$ cat src/rtl/core/replica_read_selector_assert.svh
// ============================================================================
// Assertion macros for the replica read selector
// Clocked on clk, disabled while rst_n is low, reporting through $error.
// ============================================================================
`ifndef REPLICA_READ_SELECTOR_ASSERT_SVH
`define REPLICA_READ_SELECTOR_ASSERT_SVH

`ifndef NO_ASSERTIONS
// The property must hold at every rising edge outside reset.
`define RRS_ASSERT(label, prop, msg) \
    label: assert property (@(posedge clk) disable iff (!rst_n) prop) else $error(msg);
// The condition must never be true at a rising edge outside reset.
`define RRS_ASSERT_NEVER(label, cond, msg) \
    label: assert property (@(posedge clk) disable iff (!rst_n) !(cond)) else $error(msg);
`else
`define RRS_ASSERT(label, prop, msg)
`define RRS_ASSERT_NEVER(label, cond, msg)
`endif

`endif

$ cat src/rtl/core/rrs_pkg.sv
// ============================================================================
// Replica read selector package
// Shared widths, register indexes and controller/datapath command types.
// ============================================================================
package rrs_pkg;

    localparam int MAX_REPLICAS_DEF = 8;
    localparam int BLOCK_W          = 16;
    localparam int COUNT_W          = 4;
    localparam int MASK_W           = 8;
    localparam int SEL_W            = 3;
    localparam int ROT_W            = 32;
    localparam int BSS_W            = 33;
    localparam int APB_DATA_W       = 32;
    localparam int APB_ADDR_W       = 3;

    typedef enum logic
    {
        REG_THRESHOLD = 1'b0,
        REG_ROTATE    = 1'b1
    } reg_index_t;

    typedef struct packed
    {
        logic load;
        logic update;
        logic div_step;
        logic search_step;
        logic out_load;
    } rrs_cmd_t;

    typedef struct packed
    {
        logic div_last;
        logic search_done;
        logic out_free;
    } rrs_status_t;

endpackage

$ cat src/rtl/core/rrs_if.sv
// ============================================================================
// Replica read selector channels
// Request and response channels with a valid/ready handshake.
// ============================================================================
interface rrs_req_if;
    import rrs_pkg::*;

    logic               valid;
    logic               ready;
    logic [BLOCK_W-1:0] block_count;
    logic [COUNT_W-1:0] replica_count;
    logic [MASK_W-1:0]  healthy_mask;

    modport source (output valid, output block_count, output replica_count,
                    output healthy_mask, input ready);
    modport sink   (input valid, input block_count, input replica_count,
                    input healthy_mask, output ready);
endinterface

interface rrs_rsp_if;
    import rrs_pkg::*;

    logic             valid;
    logic             ready;
    logic [SEL_W-1:0] selected_replica;
    logic             health_redirected;

    modport source (output valid, output selected_replica, output health_redirected,
                    input ready);
    modport sink   (input valid, input selected_replica, input health_redirected,
                    output ready);
endinterface

$ cat src/rtl/core/rrs_datapath.sv
// ============================================================================
// Replica read selector datapath
// Rotation state, serial modulo unit, health search and output register.
// ============================================================================
`include "replica_read_selector_assert.svh"

module rrs_datapath #(
    parameter int MAX_REPLICAS = rrs_pkg::MAX_REPLICAS_DEF
) (
    input  logic                             clk,
    input  logic                             rst_n,
    input  rrs_pkg::rrs_cmd_t                cmd,
    output rrs_pkg::rrs_status_t             status,
    input  logic [rrs_pkg::ROT_W-1:0]        switch_threshold,
    input  logic                             rotate_enable,
    input  logic [rrs_pkg::BLOCK_W-1:0]      block_count,
    input  logic [rrs_pkg::COUNT_W-1:0]      replica_count,
    input  logic [rrs_pkg::MASK_W-1:0]       healthy_mask,
    output logic [rrs_pkg::SEL_W-1:0]        selected_replica,
    output logic                             health_redirected,
    output logic                             out_valid,
    input  logic                             out_ready
);
    import rrs_pkg::*;

    localparam int CNT_W   = $clog2(MAX_REPLICAS + 1);
    localparam int IDX_W   = (MAX_REPLICAS > 1) ? $clog2(MAX_REPLICAS) : 1;
    localparam int DCNT_W  = $clog2(ROT_W);

    logic [ROT_W-1:0]   rot_reg;
    logic [BSS_W-1:0]   bss_reg;
    logic [BLOCK_W-1:0] blk_reg;
    logic [CNT_W-1:0]   count_reg;
    logic [MASK_W-1:0]  mask_reg;
    logic [ROT_W-1:0]   quo_reg;
    logic [CNT_W-1:0]   rem_reg;
    logic [DCNT_W-1:0]  dcnt_reg;
    logic [IDX_W-1:0]   cand_reg;
    logic [IDX_W-1:0]   idx_reg;
    logic [CNT_W-1:0]   step_reg;
    logic [IDX_W-1:0]   pick_reg;
    logic               moved_reg;
    logic [SEL_W-1:0]   sel_reg;
    logic               redir_reg;
    logic               out_valid_reg;

    logic [CNT_W-1:0]   count_clamp;
    logic [BSS_W-1:0]   bss_sum;
    logic               thr_hit;
    logic [ROT_W-1:0]   rot_upd;
    logic [BSS_W-1:0]   bss_upd;
    logic [CNT_W:0]     rem_sh;
    logic [CNT_W-1:0]   rem_new;
    logic               div_last;
    logic [IDX_W+3:0]   idx_wide;
    logic               healthy;
    logic               last_step;
    logic               search_done;
    logic [IDX_W-1:0]   pick_now;
    logic               moved_now;
    logic [CNT_W-1:0]   idx_inc;
    logic [IDX_W+2:0]   pick_wide;
    logic               out_free;

    always_comb
    begin
        if (replica_count == '0)
        begin
            count_clamp = CNT_W'(1);
        end
        else if (int'(replica_count) > MAX_REPLICAS)
        begin
            count_clamp = CNT_W'(MAX_REPLICAS);
        end
        else
        begin
            count_clamp = CNT_W'(replica_count);
        end
    end

    always_comb
    begin
        bss_sum = bss_reg + BSS_W'(blk_reg);
        thr_hit = (bss_sum >= BSS_W'(switch_threshold));
        if (thr_hit)
        begin
            rot_upd = rot_reg + ROT_W'(1);
            bss_upd = '0;
        end
        else
        begin
            rot_upd = rot_reg;
            bss_upd = bss_sum;
        end
    end

    always_comb
    begin
        rem_sh   = {rem_reg, quo_reg[ROT_W-1]};
        rem_new  = (rem_sh >= (CNT_W+1)'(count_reg)) ?
                   CNT_W'(rem_sh - (CNT_W+1)'(count_reg)) : CNT_W'(rem_sh);
        div_last = (dcnt_reg == DCNT_W'(ROT_W - 1));
    end

    always_comb
    begin
        idx_wide    = (IDX_W+4)'(idx_reg);
        healthy     = (idx_wide < (IDX_W+4)'(MASK_W)) && mask_reg[idx_wide[2:0]];
        last_step   = (step_reg == count_reg - CNT_W'(1));
        search_done = healthy || last_step;
        pick_now    = healthy ? idx_reg : cand_reg;
        moved_now   = (pick_now != cand_reg);
        idx_inc     = CNT_W'(idx_reg) + CNT_W'(1);
        pick_wide   = (IDX_W+3)'(pick_reg);
        out_free    = !out_valid_reg || out_ready;
    end

    always_ff @(posedge clk or negedge rst_n)
    begin
        if (!rst_n)
        begin
            rot_reg <= '0;
            bss_reg <= '0;
        end
        else if (cmd.update && rotate_enable)
        begin
            rot_reg <= rot_upd;
            bss_reg <= bss_upd;
        end
        else if (cmd.search_step && search_done && moved_now && rotate_enable)
        begin
            rot_reg <= ROT_W'(pick_now);
            bss_reg <= '0;
        end
    end

    always_ff @(posedge clk)
    begin
        if (cmd.load)
        begin
            blk_reg   <= block_count;
            count_reg <= count_clamp;
            mask_reg  <= healthy_mask;
        end
        if (cmd.update)
        begin
            quo_reg  <= rotate_enable ? rot_upd : '0;
            rem_reg  <= '0;
            dcnt_reg <= '0;
        end
        if (cmd.div_step)
        begin
            quo_reg  <= {quo_reg[ROT_W-2:0], 1'b0};
            rem_reg  <= rem_new;
            dcnt_reg <= dcnt_reg + DCNT_W'(1);
            if (div_last)
            begin
                cand_reg <= IDX_W'(rem_new);
                idx_reg  <= IDX_W'(rem_new);
                step_reg <= '0;
            end
        end
        if (cmd.search_step)
        begin
            idx_reg  <= (idx_inc == count_reg) ? '0 : IDX_W'(idx_inc);
            step_reg <= step_reg + CNT_W'(1);
            if (search_done)
            begin
                pick_reg  <= pick_now;
                moved_reg <= moved_now;
            end
        end
        if (cmd.out_load)
        begin
            sel_reg   <= pick_wide[SEL_W-1:0];
            redir_reg <= moved_reg;
        end
    end

    always_ff @(posedge clk or negedge rst_n)
    begin
        if (!rst_n)
        begin
            out_valid_reg <= 1'b0;
        end
        else if (cmd.out_load)
        begin
            out_valid_reg <= 1'b1;
        end
        else if (out_ready)
        begin
            out_valid_reg <= 1'b0;
        end
    end

    assign status.div_last    = div_last;
    assign status.search_done = search_done;
    assign status.out_free    = out_free;

    assign selected_replica  = sel_reg;
    assign health_redirected = redir_reg;
    assign out_valid         = out_valid_reg;

    `RRS_ASSERT(a_rem_in_range, cmd.div_step |=> (rem_reg < count_reg), "remainder out of range")
    `RRS_ASSERT(a_pick_in_range, (cmd.search_step && search_done) |=> (pick_reg < count_reg), "pick out of range")
    `RRS_ASSERT_NEVER(a_no_overwrite, cmd.out_load && out_valid_reg && !out_ready, "pending item overwritten")

endmodule

$ cat src/rtl/core/rrs_ctrl.sv
// ============================================================================
// Replica read selector controller
// Sequences one item through update, modulo, health search and output.
// ============================================================================
`include "replica_read_selector_assert.svh"

module rrs_ctrl (
    input  logic                 clk,
    input  logic                 rst_n,
    input  logic                 in_valid,
    output logic                 in_ready,
    input  rrs_pkg::rrs_status_t status,
    output rrs_pkg::rrs_cmd_t    cmd
);
    import rrs_pkg::*;

    typedef enum logic [4:0]
    {
        ST_IDLE   = 5'b00001,
        ST_UPDATE = 5'b00010,
        ST_DIVIDE = 5'b00100,
        ST_SEARCH = 5'b01000,
        ST_WRITE  = 5'b10000
    } state_t;

    state_t state_reg;
    state_t state_next;

    always_comb
    begin
        state_next = state_reg;
        cmd        = '0;
        case (state_reg)
            ST_IDLE:
            begin
                if (in_valid)
                begin
                    cmd.load   = 1'b1;
                    state_next = ST_UPDATE;
                end
            end
            ST_UPDATE:
            begin
                cmd.update = 1'b1;
                state_next = ST_DIVIDE;
            end
            ST_DIVIDE:
            begin
                cmd.div_step = 1'b1;
                if (status.div_last)
                begin
                    state_next = ST_SEARCH;
                end
            end
            ST_SEARCH:
            begin
                cmd.search_step = 1'b1;
                if (status.search_done)
                begin
                    state_next = ST_WRITE;
                end
            end
            ST_WRITE:
            begin
                if (status.out_free)
                begin
                    cmd.out_load = 1'b1;
                    state_next   = ST_IDLE;
                end
            end
            default:
            begin
                state_next = ST_IDLE;
            end
        endcase
    end

    always_ff @(posedge clk or negedge rst_n)
    begin
        if (!rst_n)
        begin
            state_reg <= ST_IDLE;
        end
        else
        begin
            state_reg <= state_next;
        end
    end

    assign in_ready = (state_reg == ST_IDLE);

    `RRS_ASSERT(a_accept_update, (in_valid && in_ready) |=> (state_reg == ST_UPDATE), "accept did not start update")
    `RRS_ASSERT(a_update_divide, (state_reg == ST_UPDATE) |=> (state_reg == ST_DIVIDE), "update not followed by divide")
    `RRS_ASSERT(a_divide_search, (state_reg == ST_DIVIDE && status.div_last) |=> (state_reg == ST_SEARCH), "divide did not end in search")

endmodule

$ cat src/rtl/core/replica_read_selector.sv
// ============================================================================
// Replica read selector
// Weighted round-robin replica choice with a skip over unhealthy replicas.
// ============================================================================
// Each request item passes from acceptance through the update step, a
// bit-serial modulo unit that reduces the rotation index by the replica
// count, and a health search that tests one replica per cycle and stops at
// the first healthy replica or after trying every replica, before its result
// is loaded into the output register. A new item is accepted
// while a finished result still waits in the output register.
// Configuration is written over APB: switch_threshold at byte address 0,
// rotate_enable at 4.
module replica_read_selector #(
    parameter int MAX_REPLICAS = rrs_pkg::MAX_REPLICAS_DEF
) (
    input  logic                              clk,
    input  logic                              rst_n,
    rrs_req_if.sink                           req,
    rrs_rsp_if.source                         rsp,
    input  logic                              psel,
    input  logic                              penable,
    input  logic                              pwrite,
    input  logic [rrs_pkg::APB_ADDR_W-1:0]    paddr,
    input  logic [rrs_pkg::APB_DATA_W-1:0]    pwdata,
    output logic [rrs_pkg::APB_DATA_W-1:0]    prdata,
    output logic                              pready
);
    import rrs_pkg::*;

    logic [ROT_W-1:0] threshold_reg;
    logic             rotate_reg;
    reg_index_t       reg_sel;
    logic             wr_en;
    rrs_cmd_t         cmd;
    rrs_status_t      status;

    assign pready  = 1'b1;
    assign reg_sel = reg_index_t'(paddr[2]);
    assign wr_en   = psel && penable && pwrite && pready;

    always_ff @(posedge clk or negedge rst_n)
    begin
        if (!rst_n)
        begin
            threshold_reg <= '0;
            rotate_reg    <= 1'b1;
        end
        else if (wr_en)
        begin
            case (reg_sel)
                REG_THRESHOLD: threshold_reg <= pwdata[ROT_W-1:0];
                REG_ROTATE:    rotate_reg    <= pwdata[0];
                default:       ;
            endcase
        end
    end

    always_comb
    begin
        case (reg_sel)
            REG_THRESHOLD: prdata = APB_DATA_W'(threshold_reg);
            REG_ROTATE:    prdata = APB_DATA_W'(rotate_reg);
            default:       prdata = '0;
        endcase
    end

    rrs_ctrl u_ctrl (
        .clk      (clk),
        .rst_n    (rst_n),
        .in_valid (req.valid),
        .in_ready (req.ready),
        .status   (status),
        .cmd      (cmd)
    );

    rrs_datapath #(
        .MAX_REPLICAS (MAX_REPLICAS)
    ) u_datapath (
        .clk               (clk),
        .rst_n             (rst_n),
        .cmd               (cmd),
        .status            (status),
        .switch_threshold  (threshold_reg),
        .rotate_enable     (rotate_reg),
        .block_count       (req.block_count),
        .replica_count     (req.replica_count),
        .healthy_mask      (req.healthy_mask),
        .selected_replica  (rsp.selected_replica),
        .health_redirected (rsp.health_redirected),
        .out_valid         (rsp.valid),
        .out_ready         (rsp.ready)
    );

endmodule

$ cat src/flat_wrapper.sv
// flat-port wrapper written by rule: the top's interface ports become plain ports
module replica_read_selector_flat import rrs_pkg::*;
#(
    parameter int MAX_REPLICAS = rrs_pkg::MAX_REPLICAS_DEF
)
  (clk, rst_n, psel, penable, pwrite, paddr, pwdata, prdata, pready, req_valid, req_block_count, req_replica_count, req_healthy_mask, req_ready, rsp_valid, rsp_selected_replica, rsp_health_redirected, rsp_ready);
  rrs_req_if req_i ();
  rrs_rsp_if rsp_i ();
  input  logic clk;
  input  logic rst_n;
  input  logic psel;
  input  logic penable;
  input  logic pwrite;
  input  logic [rrs_pkg::APB_ADDR_W-1:0] paddr;
  input  logic [rrs_pkg::APB_DATA_W-1:0] pwdata;
  output logic [rrs_pkg::APB_DATA_W-1:0] prdata;
  output logic pready;
  input wire logic [$bits(req_i.valid)-1:0] req_valid;
  input wire logic [$bits(req_i.block_count)-1:0] req_block_count;
  input wire logic [$bits(req_i.replica_count)-1:0] req_replica_count;
  input wire logic [$bits(req_i.healthy_mask)-1:0] req_healthy_mask;
  output wire logic [$bits(req_i.ready)-1:0] req_ready;
  output wire logic [$bits(rsp_i.valid)-1:0] rsp_valid;
  output wire logic [$bits(rsp_i.selected_replica)-1:0] rsp_selected_replica;
  output wire logic [$bits(rsp_i.health_redirected)-1:0] rsp_health_redirected;
  input wire logic [$bits(rsp_i.ready)-1:0] rsp_ready;
  assign req_i.valid = req_valid;
  assign req_i.block_count = req_block_count;
  assign req_i.replica_count = req_replica_count;
  assign req_i.healthy_mask = req_healthy_mask;
  assign req_ready = req_i.ready;
  assign rsp_valid = rsp_i.valid;
  assign rsp_selected_replica = rsp_i.selected_replica;
  assign rsp_health_redirected = rsp_i.health_redirected;
  assign rsp_i.ready = rsp_ready;
  replica_read_selector #(.MAX_REPLICAS(MAX_REPLICAS)) u_core (.clk(clk), .rst_n(rst_n), .req(req_i), .rsp(rsp_i), .psel(psel), .penable(penable), .pwrite(pwrite), .paddr(paddr), .pwdata(pwdata), .prdata(prdata), .pready(pready));
endmodule
$ cat config.mk
export PLATFORM = sky130hd
export DESIGN_NAME = replica_read_selector_flat
export DESIGN_NICKNAME = d
export VERILOG_FILES = /design/src/rtl/core/rrs_pkg.sv /design/src/rtl/core/rrs_if.sv /design/src/rtl/core/rrs_datapath.sv /design/src/rtl/core/rrs_ctrl.sv /design/src/rtl/core/replica_read_selector.sv /design/src/flat_wrapper.sv
export VERILOG_INCLUDE_DIRS = /design/src /design/src/rtl/core
export SDC_FILE = /design/constraint.sdc
export NUM_CORES = 1
export LEC_CHECK = 0
export ABC_AREA = 1
export ABC_CLOCK_PERIOD_IN_PS = 11600
export BUFFER_PORTS_ARGS = -buffer_cell sky130_fd_sc_hd__buf_2
export CAP_MARGIN = 0
export CELL_PAD_IN_SITES_DETAIL_PLACEMENT = 2
export CELL_PAD_IN_SITES_GLOBAL_PLACEMENT = 2
export CORE_MARGIN = 2
export CORE_UTILIZATION = 39
export DETAILED_ROUTE_END_ITERATION = 12
export PLACE_DENSITY_LB_ADDON = 0.1
export RECOVER_POWER = 50
export SYNTH_ARGS = -nofsm -noshare
export SYNTH_HDL_FRONTEND = slang
export SYNTH_SLANG_ARGS = --single-unit
$ cat constraint.sdc
create_clock -name clk -period 11.6 [get_ports clk]
set_input_delay 1.16 -clock clk [delete_from_list [all_inputs] [get_ports clk]]
set_output_delay 1.16 -clock clk [all_outputs]
set_load 0.05 [all_outputs]
==> flow_summary.toml, run 1 <==
[outcome]
status = "finished, violations left"
violations = "max-capacitance violations, max-slew violations"

[sta]
finalSetupViolCount = 0
final_max_slew_viol_count = 204
setup_tns_ns = 0
fin_crit_sh = 0.536
hold_ws_ns = 0.428
worst_clock_skew_ns = 0.0174
fin_ws_ns = 5.39
tightestPinTransition_ns = 3.87
min_period_ns = 6.21
max_slew_margin = -1.58
grt_setup_unrepaired = "false"
hold_viol = 0
max_freq_ghz = 0.161

[final_layout]
n_fill_cell = 3258
largest_register_ffs = 33
antenna_cells = 0
nets = 1566
layout-drive-gt1-share = 0.116
syn_to_final_growth_pct = 12.4

[clocking]
cts_resized = 0
cts_buffers = 17
post_cts.repair.setup_buffers = 0
clock_tree.buffer_depth = 2
clkSinkCount = 191
clkTransAtPathRegs_ns = 0.08
htreeDepth = 4
cts_root_buf = "clkbuf_16"
clkLatencyLatePin_ns = 0.47
cts_tree = "yes"
ctsHoldBuffers = 0

[setup_path]
r2r-end = "u_core.u_datapath.bss_reg[17]"
regToRegStartpoint = "u_core.u_datapath.bss_reg[2]"
arrival_ns = 5.89
crit_fanout = 60
cp_slowest_cell = "clkbuf_1"
cp.buffers_inverters = 2
crit_path_end_kind = "asynchronous set/reset pin"
cpMostUsedCell = "clkbuf_1"
path_class = "input pin to asynchronous set/reset pin"
critical_path_required_ns = 11.28
r2r_slack_ns = 6.33
worstPathCellList = "clkbuf_1 -> clkbuf_1"
max_stage_delay_ns = 2.85
r2r_cells = 24
critPathLaunchType = "input pin"
crit_family = "buffers and inverters"

[power_and_ir_drop]
cellPowerDensity_nw_per_um2 = 201
leakage_nw = 6.07
power_mw = 2.52
irDropWorstVdd_v = 0.000112

[global_route]
grt_max_degree = 65
grt_overflow = 0
grt_pass1_wl_um = 56900
grt_usage = 0.237
antenna_found_initial = 0
grt_pass1_vias = 10800

[min_path]
worstHoldEndpoint = "u_core.u_datapath.selected_replica[1]"
min_path_cells = 0
hp-start = "u_core.u_datapath.pick_reg[1]"
hp-class = "flop to flop"

[synthesis]
ys_async_sr_fraction = 0.545
syn_area_um2 = 11100
yosysWarnings = 0
yosys.area.top_type = "edfxtp_1"
synth-edff-count = 86
yosysMostFrequentCell = "nand2_1"
synth_fp_nets = 1473
synthTopCellsByCount = "nand2_1, inv_1, nor2_1, dfrtp_1, edfxtp_1"
synth_top_area_share = 0.232
netlist_instances = 1343
syn_avg_cell_area_um2 = 8.30
synth_cell_type_count = 56
ys_seq_area_frac = 0.467
ys_ff_latch = 191
ys.flop_type = "dfrtp_1"
ys_top_cells_by_area = "edfxtp_1, dfrtp_1, nand2_1"

[floorplan]
die_y_um = 173
dieArea_um2 = 29900
io_pins = 109
die_w_um = 173
num_rows = 61
core_area_um2 = 27900
start_util = 0.399

[route]
viasPerCell = 5.19
wl_um = 34200
drc = 0
drt_iter0_drc = 424
dr.pass1.iters = 4
wl_per_cell_um = 18.7
final_antenna_net_count = 0
route.vias.total = 9484

[run]
drv_cap = 5

[placement]
portBuffers = 105
place.gp.congestion = 0.855
pre_cts_ws_ns = 6.46
dp_hpwl_um = 24500
==> how the worst max path moves through the flow <==
stage | slack (ns) | from | cells after the start | to
5_1_grt | 4.41 | rst_n | 2 | u_core.u_datapath.rot_reg[8]
6_report | 5.39 | rst_n | 2 | u_core.u_datapath.bss_reg[7]
3_5_place_dp | 6.46 | u_core.u_datapath.bss_reg[2] | 28 | u_core.u_datapath.bss_reg[17]
2_1_floorplan | 7.50 | u_core.u_ctrl.state_reg[0] | 4 | u_core.u_datapath.blk_reg[0]
4_1_cts | 6.35 | u_core.u_datapath.bss_reg[2] | 22 | u_core.u_datapath.quo_reg[12]
3_3_place_gp | 6.58 | u_core.u_datapath.bss_reg[2] | 22 | u_core.u_datapath.quo_reg[7]
==> metal layers <==
layer | vias up | global-route usage | routed length (um)
met5 | - | 0 | 0
met4 | 0 | 0.0593 | 489
met3 | 30 | 0.0334 | 1020
met2 | 119 | 0.422 | 17100
met1 | 4805 | 0.303 | 15500
li1 | 4530 | - | -
==> cell type report <==
cell class                      count  area [um2]  share of cell area
Tap cell                          378         473              0.0378
Timing Repair Buffer              109         527              0.0421
Sequential cell                   191        5210               0.416
Inverter                          183         691              0.0552
Clock buffer                       17         425              0.0340
Multi-Input combinational cell    934        5020               0.401
Clock inverter                     15         176              0.0141
==> stage by stage <==
step	std cells	cell area, um2	util
6_report	1827	12500	0.448
5_1_grt	1827	12500	0.448
4_1_cts	1827	12600	0.450
3_5_place_dp	1795	12000	0.429
3_3_place_gp	1795	12000	0.429
2_1_floorplan	1343	11100	-
==> cells in the final DEF (no fill, tap or decap), drive strengths merged, types with 3 or more instances in the layout <==
| cell type | netlist | layout |
|---|---|---|
| nor2 | 169 | 169 |
| ha | 58 | 58 |
| xor2 | 45 | 45 |
| xnor2 | 12 | 12 |
| inv | 182 | 189 |
| nor3 | 22 | 22 |
| nand4 | 16 | 16 |
| a21oi | 82 | 82 |
| clkbuf | 17 | 34 |
| a21o | 5 | 5 |
| dfrtp | 102 | 102 |
| clkinv | 1 | 3 |
| o21ai | 78 | 78 |
| o211ai | 3 | 3 |
| buf | 18 | 92 |
| edfxtp | 86 | 86 |
| clkinvlp | 0 | 4 |
| nand2 | 351 | 351 |
| nor4 | 15 | 15 |
| nand3 | 48 | 48 |
| o22ai | 10 | 10 |
==> report_power, final <==
group          internal [mW]  switching [mW]  total, mW
Clock                  0.326           0.306      0.632
Combinational          0.289           0.673      0.961
Sequential             0.863          0.0598      0.923
Total                   1.48            1.04       2.52
==> kinds of logic after synthesis <==
family,count (synthesis),share of synthesized area
adder cells (fa/ha/maj),60,0.0687
flip-flops,191,0.467
other,1,0.000336
AO/OA/AOI/OAI,190,0.0993
buffers and inverters,218,0.0813
AND/OR/NAND/NOR,626,0.238
XOR/XNOR,57,0.0448
Note: power is estimated with default switching activity, not from simulation.
==> inputs of run 2 (changes only) <==
Settings changed: ABC_CLOCK_PERIOD_IN_PS 11600 to 5600, CORE_UTILIZATION 39 to 33.
Clock period 11.6 ns to 5.6 ns, I/O delays scaled along.
==> run 2 against run 1 <==
Critical path depth is 20 higher. Cell area is 0.77% higher. Via count is 1.9% lower. Final cell count is 4.1% higher. Clock-buffer cell count stayed put. Largest cell class unchanged. Total power is 100% higher. The run still ends with max-capacitance violations, max-slew violations left. Die area is 18% higher. Sequential share of layout area is 0.32 points lower. Clock skew is 0.0043 ns lower. Largest power group unchanged.
==> flow_summary.toml, run 2 (synthesized netlist as in run 1, its figures left out) <==
[floorplan]
io_pins = 109
core_area_um2 = 33400
die_w_um = 188
dieArea_um2 = 35300
start_util = 0.334
num_rows = 67
die_y_um = 188

[clocking]
htreeDepth = 4
cts_tree = "yes"
clock_tree.buffer_depth = 2
cts_buffers = 17
clkLatencyLatePin_ns = 0.46
clkTransAtPathRegs_ns = 0.09
clkSinkCount = 191
cts_root_buf = "clkbuf_16"

[setup_path]
critPathLaunchType = "flop"
crit_fanout = 40
cp_slowest_cell = "o21ai_0"
path_class = "flop to flop"
crit_path_end_kind = "flop"
arrival_ns = 5.13
r2r-end = "u_core.u_datapath.quo_reg[7]"
r2r_slack_ns = 0.65
regToRegStartpoint = "u_core.u_datapath.bss_reg[2]"
r2r_cells = 22
worstPathCellList = "ha_1 -> nand2_1 -> o21ai_0 -> nand2_1 -> nand2_1 -> a21oi_1 -> o21ai_0 -> nand4_1 -> nand2_1 -> nand2_1 -> nand2_1 -> inv_1 -> ha_1 -> nand2_1 -> nor4_2 -> a41oi_1 -> nand2_2 -> nor2_8 -> nand2_4 -> nor2_1 -> o21ai_1 -> nand2_1"
max_stage_delay_ns = 0.52
critical_path_required_ns = 5.77
cpMostUsedCell = "nand2_1"

[route]
final_antenna_net_count = 0
route.vias.total = 9304
wl_um = 33300
drc = 0
dr.pass1.iters = 4
drt_iter0_drc = 398
wl_per_cell_um = 17.5
viasPerCell = 4.89

[global_route]
grt_util_met1 = 0.269
grt_usage = 0.198
grt_pass1_vias = 10200
grt_busiest_layer = "met2"
met3_usage = 0.0328
antenna_found_initial = 0
grt_pass1_wl_um = 55200
met2_usage = 0.334
grt_max_degree = 66
grt_overflow = 0

[min_path]
hp-start = "req_healthy_mask[4]"
worstHoldEndpoint = "u_core.u_datapath.mask_reg[4]"
min_path_cells = 1
hp-class = "input pin to flop"

[sta]
grt_setup_unrepaired = "false"
final_max_slew_viol_count = 199
hold_ws_ns = 0.271
fin_crit_sh = 0.885
worst_clock_skew_ns = 0.0131
min_period_ns = 4.95
finalSetupViolCount = 0
fin_ws_ns = 0.646
tightestPinTransition_ns = 3.96
max_freq_ghz = 0.202
max_slew_margin = -1.64
hold_viol = 0
setup_tns_ns = 0

[final_layout]
mostFrequentLayoutCells = "nand2_1, inv_1, nor2_1, dfrtp_1, edfxtp_1"
final_util = 0.378
final_common_cell = "nand2_1"
antenna_cells = 0
n_fill_cell = 3913
multiInputGateArea_um2 = 5040
nets = 1570
syn_to_final_growth_pct = 13.2
largest_register_ffs = 33
layout-drive-gt1-share = 0.0998
final_area_um2 = 12600
seqCellArea_um2 = 5210

[power_and_ir_drop]
power.share.clock = 0.247
cellPowerDensity_nw_per_um2 = 407
power_frac_seq = 0.371
power.internal_mw = 2.99
comb_power_share = 0.382
leakage_nw = 6.00
swShare = 0.417
switching_power_mw = 2.14
irDropWorstVdd_v = 0.000231

[run]
drv_cap = 4

[outcome]
violations = "max-capacitance violations, max-slew violations"
status = "finished, violations left"

[placement]
dp_hpwl_um = 24400
pre_cts_ws_ns = 0.531
placed_cell_area_um2 = 12100
portBuffers = 105
place.gp.congestion = 0.820
==> run 2: cell count changes in the layout (fill, tap and decap cells not counted), sizes merged <==
cell,delta
clkinvlp,-3
bufinv,-2
clkbuf,+30
clkinv,+3
buf,-26
inv,+2
==> run 2: worst max-delay path: cells and delay by family, from the launching register on <==
kind	cells	cell delay (ns)
fa+ha+maj	2	0.63
compound gates	5	1.34
simple gates	14	2.22
buf+inv	1	0.07
flops	1	0.39
==> run 2: how the worst max path moves through the flow <==
stage	slack, ns	to	cells after the start	from
after detailed placement	0.53	u_core.u_datapath.quo_reg[7]	22	u_core.u_datapath.bss_reg[2]
after global placement	0.67	u_core.u_datapath.quo_reg[7]	22	u_core.u_datapath.bss_reg[2]
after floorplan	1.50	u_core.u_datapath.blk_reg[0]	4	u_core.u_ctrl.state_reg[0]
after global routing	0.14	u_core.u_datapath.quo_reg[7]	22	u_core.u_datapath.blk_reg[2]
final	0.65	u_core.u_datapath.quo_reg[7]	22	u_core.u_datapath.bss_reg[2]
after CTS	0.47	u_core.u_datapath.quo_reg[7]	22	u_core.u_datapath.bss_reg[2]
==> run 2: per-layer routing <==
layer  vias to the layer above  part of all wire
met5                         -                 0
met4                         0            0.0060
met3                        10             0.024
met2                        87              0.48
met1                      4662              0.49
li1                       4545                 -
==> run 2: power by group through the flow <==
stage | Clock (mW) | Combinational, mW | Sequential [mW]
3_3_place_gp | 0 | 1.92 | 1.92
5_1_grt | 1.35 | 2.24 | 1.93
6_report | 1.27 | 1.96 | 1.90
4_1_cts | 1.31 | 2.02 | 1.91
2_1_floorplan | 0 | 1.41 | 1.89
3_5_place_dp | 0 | 2.01 | 1.93
==> run 2: per-stage QoR <==
step	instances	power [mW]
final	1901	5.13
after global routing	1901	5.53
after CTS	1901	5.24
after detailed placement	1869	3.94
after global placement	1869	3.84
after floorplan	1343	3.30
==> run 2: final cells by class <==
type,count,share of cell area
Clock buffer,17,0.0337
Clock inverter,15,0.0134
Timing Repair Buffer,113,0.0414
Inverter,183,0.0547
Tap cell,448,0.0444
Sequential cell,191,0.413
Multi-Input combinational cell,934,0.400
==> run 2: repair_timing <==
item	CTS	global route
gates resized for setup	0	1
setup endpoints to repair	0	2
hold buffers	0	0
setup buffers	0	0
==> inputs of run 3 (changes only) <==
Settings changed: BUFFER_PORTS_ARGS -buffer_cell sky130_fd_sc_hd__buf_2 to -buffer_cell sky130_fd_sc_hd__buf_4, HOLD_SLACK_MARGIN set to 0.05.
==> run 3 against run 2 <==
The flow still finishes with violations (max-capacitance violations, max-slew violations). Core utilization rose by 0.35 points. Combinational power barely moved. Hold slack improved by 0.025 ns. First-iteration DRC count fell by 3.8%. Final cell count barely moved. Critical path type unchanged. Sequential cell count did not move. Non-clock buffer count fell by 1. Register-to-register slack got worse by 0.07 ns.
==> flow_summary.toml, run 3 (synthesized netlist as in run 1, its figures left out) <==
[final_layout]
layout-drive-gt1-share = 0.101
syn_to_final_growth_pct = 14.3
multiInputGateArea_um2 = 5040
mostFrequentLayoutCells = "nand2_1, inv_1, nor2_1, dfrtp_1, edfxtp_1"
final_area_um2 = 12700
largest_register_ffs = 33
final_common_cell = "nand2_1"
fin_cells = 1900
n_fill_cell = 3912
final_util = 0.382
nets = 1569
seqCellArea_um2 = 5210
antenna_cells = 0

[global_route]
antenna_found_initial = 0
grt_max_degree = 67
grt_pass1_wl_um = 56100
grt_pass1_vias = 10300
grt_overflow = 0
grt_usage = 0.200

[clocking]
cts_tree = "yes"
cts_buffers = 17
post_cts.repair.setup_buffers = 0
cts_resized = 0
clkTransAtPathRegs_ns = 0.08
clock_tree.buffer_depth = 2
htreeDepth = 4
clkLatencyLatePin_ns = 0.46
ctsHoldBuffers = 0
clkSinkCount = 191
cts_root_buf = "clkbuf_16"

[sta]
tightestPinTransition_ns = 4.12
setup_tns_ns = 0
fin_crit_sh = 0.897
worst_clock_skew_ns = 0.0107
grt_setup_unrepaired = "false"
min_period_ns = 5.02
finalSetupViolCount = 0
max_slew_margin = -1.75
hold_viol = 0
final_max_slew_viol_count = 167
max_freq_ghz = 0.199

[setup_path]
cp.buffers_inverters = 3
max_stage_delay_ns = 0.52
critPathLaunchType = "flop"
critical_path_required_ns = 5.78
cp_slowest_cell = "nor4_1"
worstPathCellList = "ha_1 -> inv_1 -> fa_1 -> inv_1 -> nand3_1 -> nand2_2 -> a21oi_4 -> o21bai_4 -> nand3_2 -> nand2_2 -> nand2_1 -> nor3_1 -> xor2_1 -> inv_1 -> ha_1 -> nand2_1 -> nor4_1 -> a41oi_1 -> nand2_2 -> nor2_8 -> nand2_4 -> nor2_1 -> o21ai_1 -> nand2_1"
crit_path_end_kind = "flop"
crit_family = "simple AND/OR/NAND/NOR gates"
path_class = "flop to flop"
crit_fanout = 40
arrival_ns = 5.21

[route]
dr.pass1.iters = 4
drc = 0
viasPerCell = 4.89
final_antenna_net_count = 0
wl_um = 33700
route.vias.total = 9285
drt_iter0_drc = 383
wl_per_cell_um = 17.7

[power_and_ir_drop]
power_mw = 5.11
power_frac_seq = 0.373
switching_power_mw = 2.13
power.share.clock = 0.239
swShare = 0.416
irDropWorstVdd_v = 0.000234
cellPowerDensity_nw_per_um2 = 401
comb_power_share = 0.388
leakage_nw = 6.03
power.internal_mw = 2.98

[placement]
portBuffers = 105
placedCellCount = 1868
place.gp.congestion = 0.831
dp_hpwl_um = 24900
placed_cell_area_um2 = 12300

[outcome]
status = "finished, violations left"
violations = "max-capacitance violations, max-slew violations"

[floorplan]
die_y_um = 188
core_area_um2 = 33400
start_util = 0.334
die_w_um = 188
io_pins = 109
num_rows = 67
dieArea_um2 = 35300

[run]
drv_cap = 3

[min_path]
hp-class = "input pin to flop"
## run 3: cell count changes in the layout (fill, tap and decap cells not counted)
| cell | before | now |
|---|---|---|
| o21ai_1 | 31 | 32 |
| clkinv_2 | 0 | 2 |
| clkinvlp_2 | 1 | 0 |
| clkbuf_1 | 46 | 43 |
| clkinv_8 | 4 | 1 |
| inv_8 | 3 | 1 |
| o21ai_2 | 5 | 4 |
| clkinv_4 | 2 | 3 |
| clkinvlp_4 | 0 | 2 |
| clkbuf_4 | 0 | 22 |
| buf_2 | 60 | 0 |
| buf_4 | 6 | 47 |
## run 3: path summary, 6_finish.rpt
| check | cells past startpoint | startpoint | endpoint | slack [ns] |
|---|---|---|---|---|
| max in group asynchronous | 2 | rst_n | u_core.u_datapath.bss_reg[18] | 1.36 |
| min | 1 | req_block_count[3] | u_core.u_datapath.blk_reg[3] | 0.30 |
| min in group asynchronous | 1 | rst_n | u_core.threshold_reg[7] | 1.53 |
| max reg2reg | 24 | u_core.u_datapath.bss_reg[0] | u_core.u_datapath.quo_reg[7] | 0.58 |
| max | 24 | u_core.u_datapath.bss_reg[0] | u_core.u_datapath.quo_reg[7] | 0.58 |
| min reg2reg | 0 | u_core.u_datapath.pick_reg[0] | u_core.u_datapath.selected_replica[0] | 0.42 |
## run 3: metrics by stage
| stage | setup slack (ns) | hold slack [ns] |
|---|---|---|
| final | 0.575 | 0.296 |
| after global routing | 0.0200 | 0.280 |
| after CTS | 0.493 | 0.252 |
| after detailed placement | 0.564 | 0.408 |
| after global placement | 0.692 | 0.403 |
| after floorplan | 1.50 | 0.264 |
## run 3: layout make-up
cell class,count,area share
tap,448,0.0440
timing repair buffer,112,0.0534
clock buffer,18,0.0337
inverter,183,0.0542
multi-input combinational,934,0.396
sequential,191,0.409
clock inverter,14,0.00992
## run 3: routing by layer
layer,track usage,share of wire,up-vias
met5,0,0,-
met4,0.0463,0.0099,0
li1,-,-,4534
met3,0.0264,0.022,19
met2,0.343,0.48,95
met1,0.269,0.49,4637
## run 3: power groups by stage
stage / clock (mW) / combinational [mW] / sequential, mW
6_report: 1.22 / 1.98 / 1.91
5_1_grt: 1.30 / 2.26 / 1.94
4_1_cts: 1.25 / 2.06 / 1.91
3_5_place_dp: 0 / 2.04 / 1.93
3_3_place_gp: 0 / 1.94 / 1.92
2_1_floorplan: 0 / 1.41 / 1.89
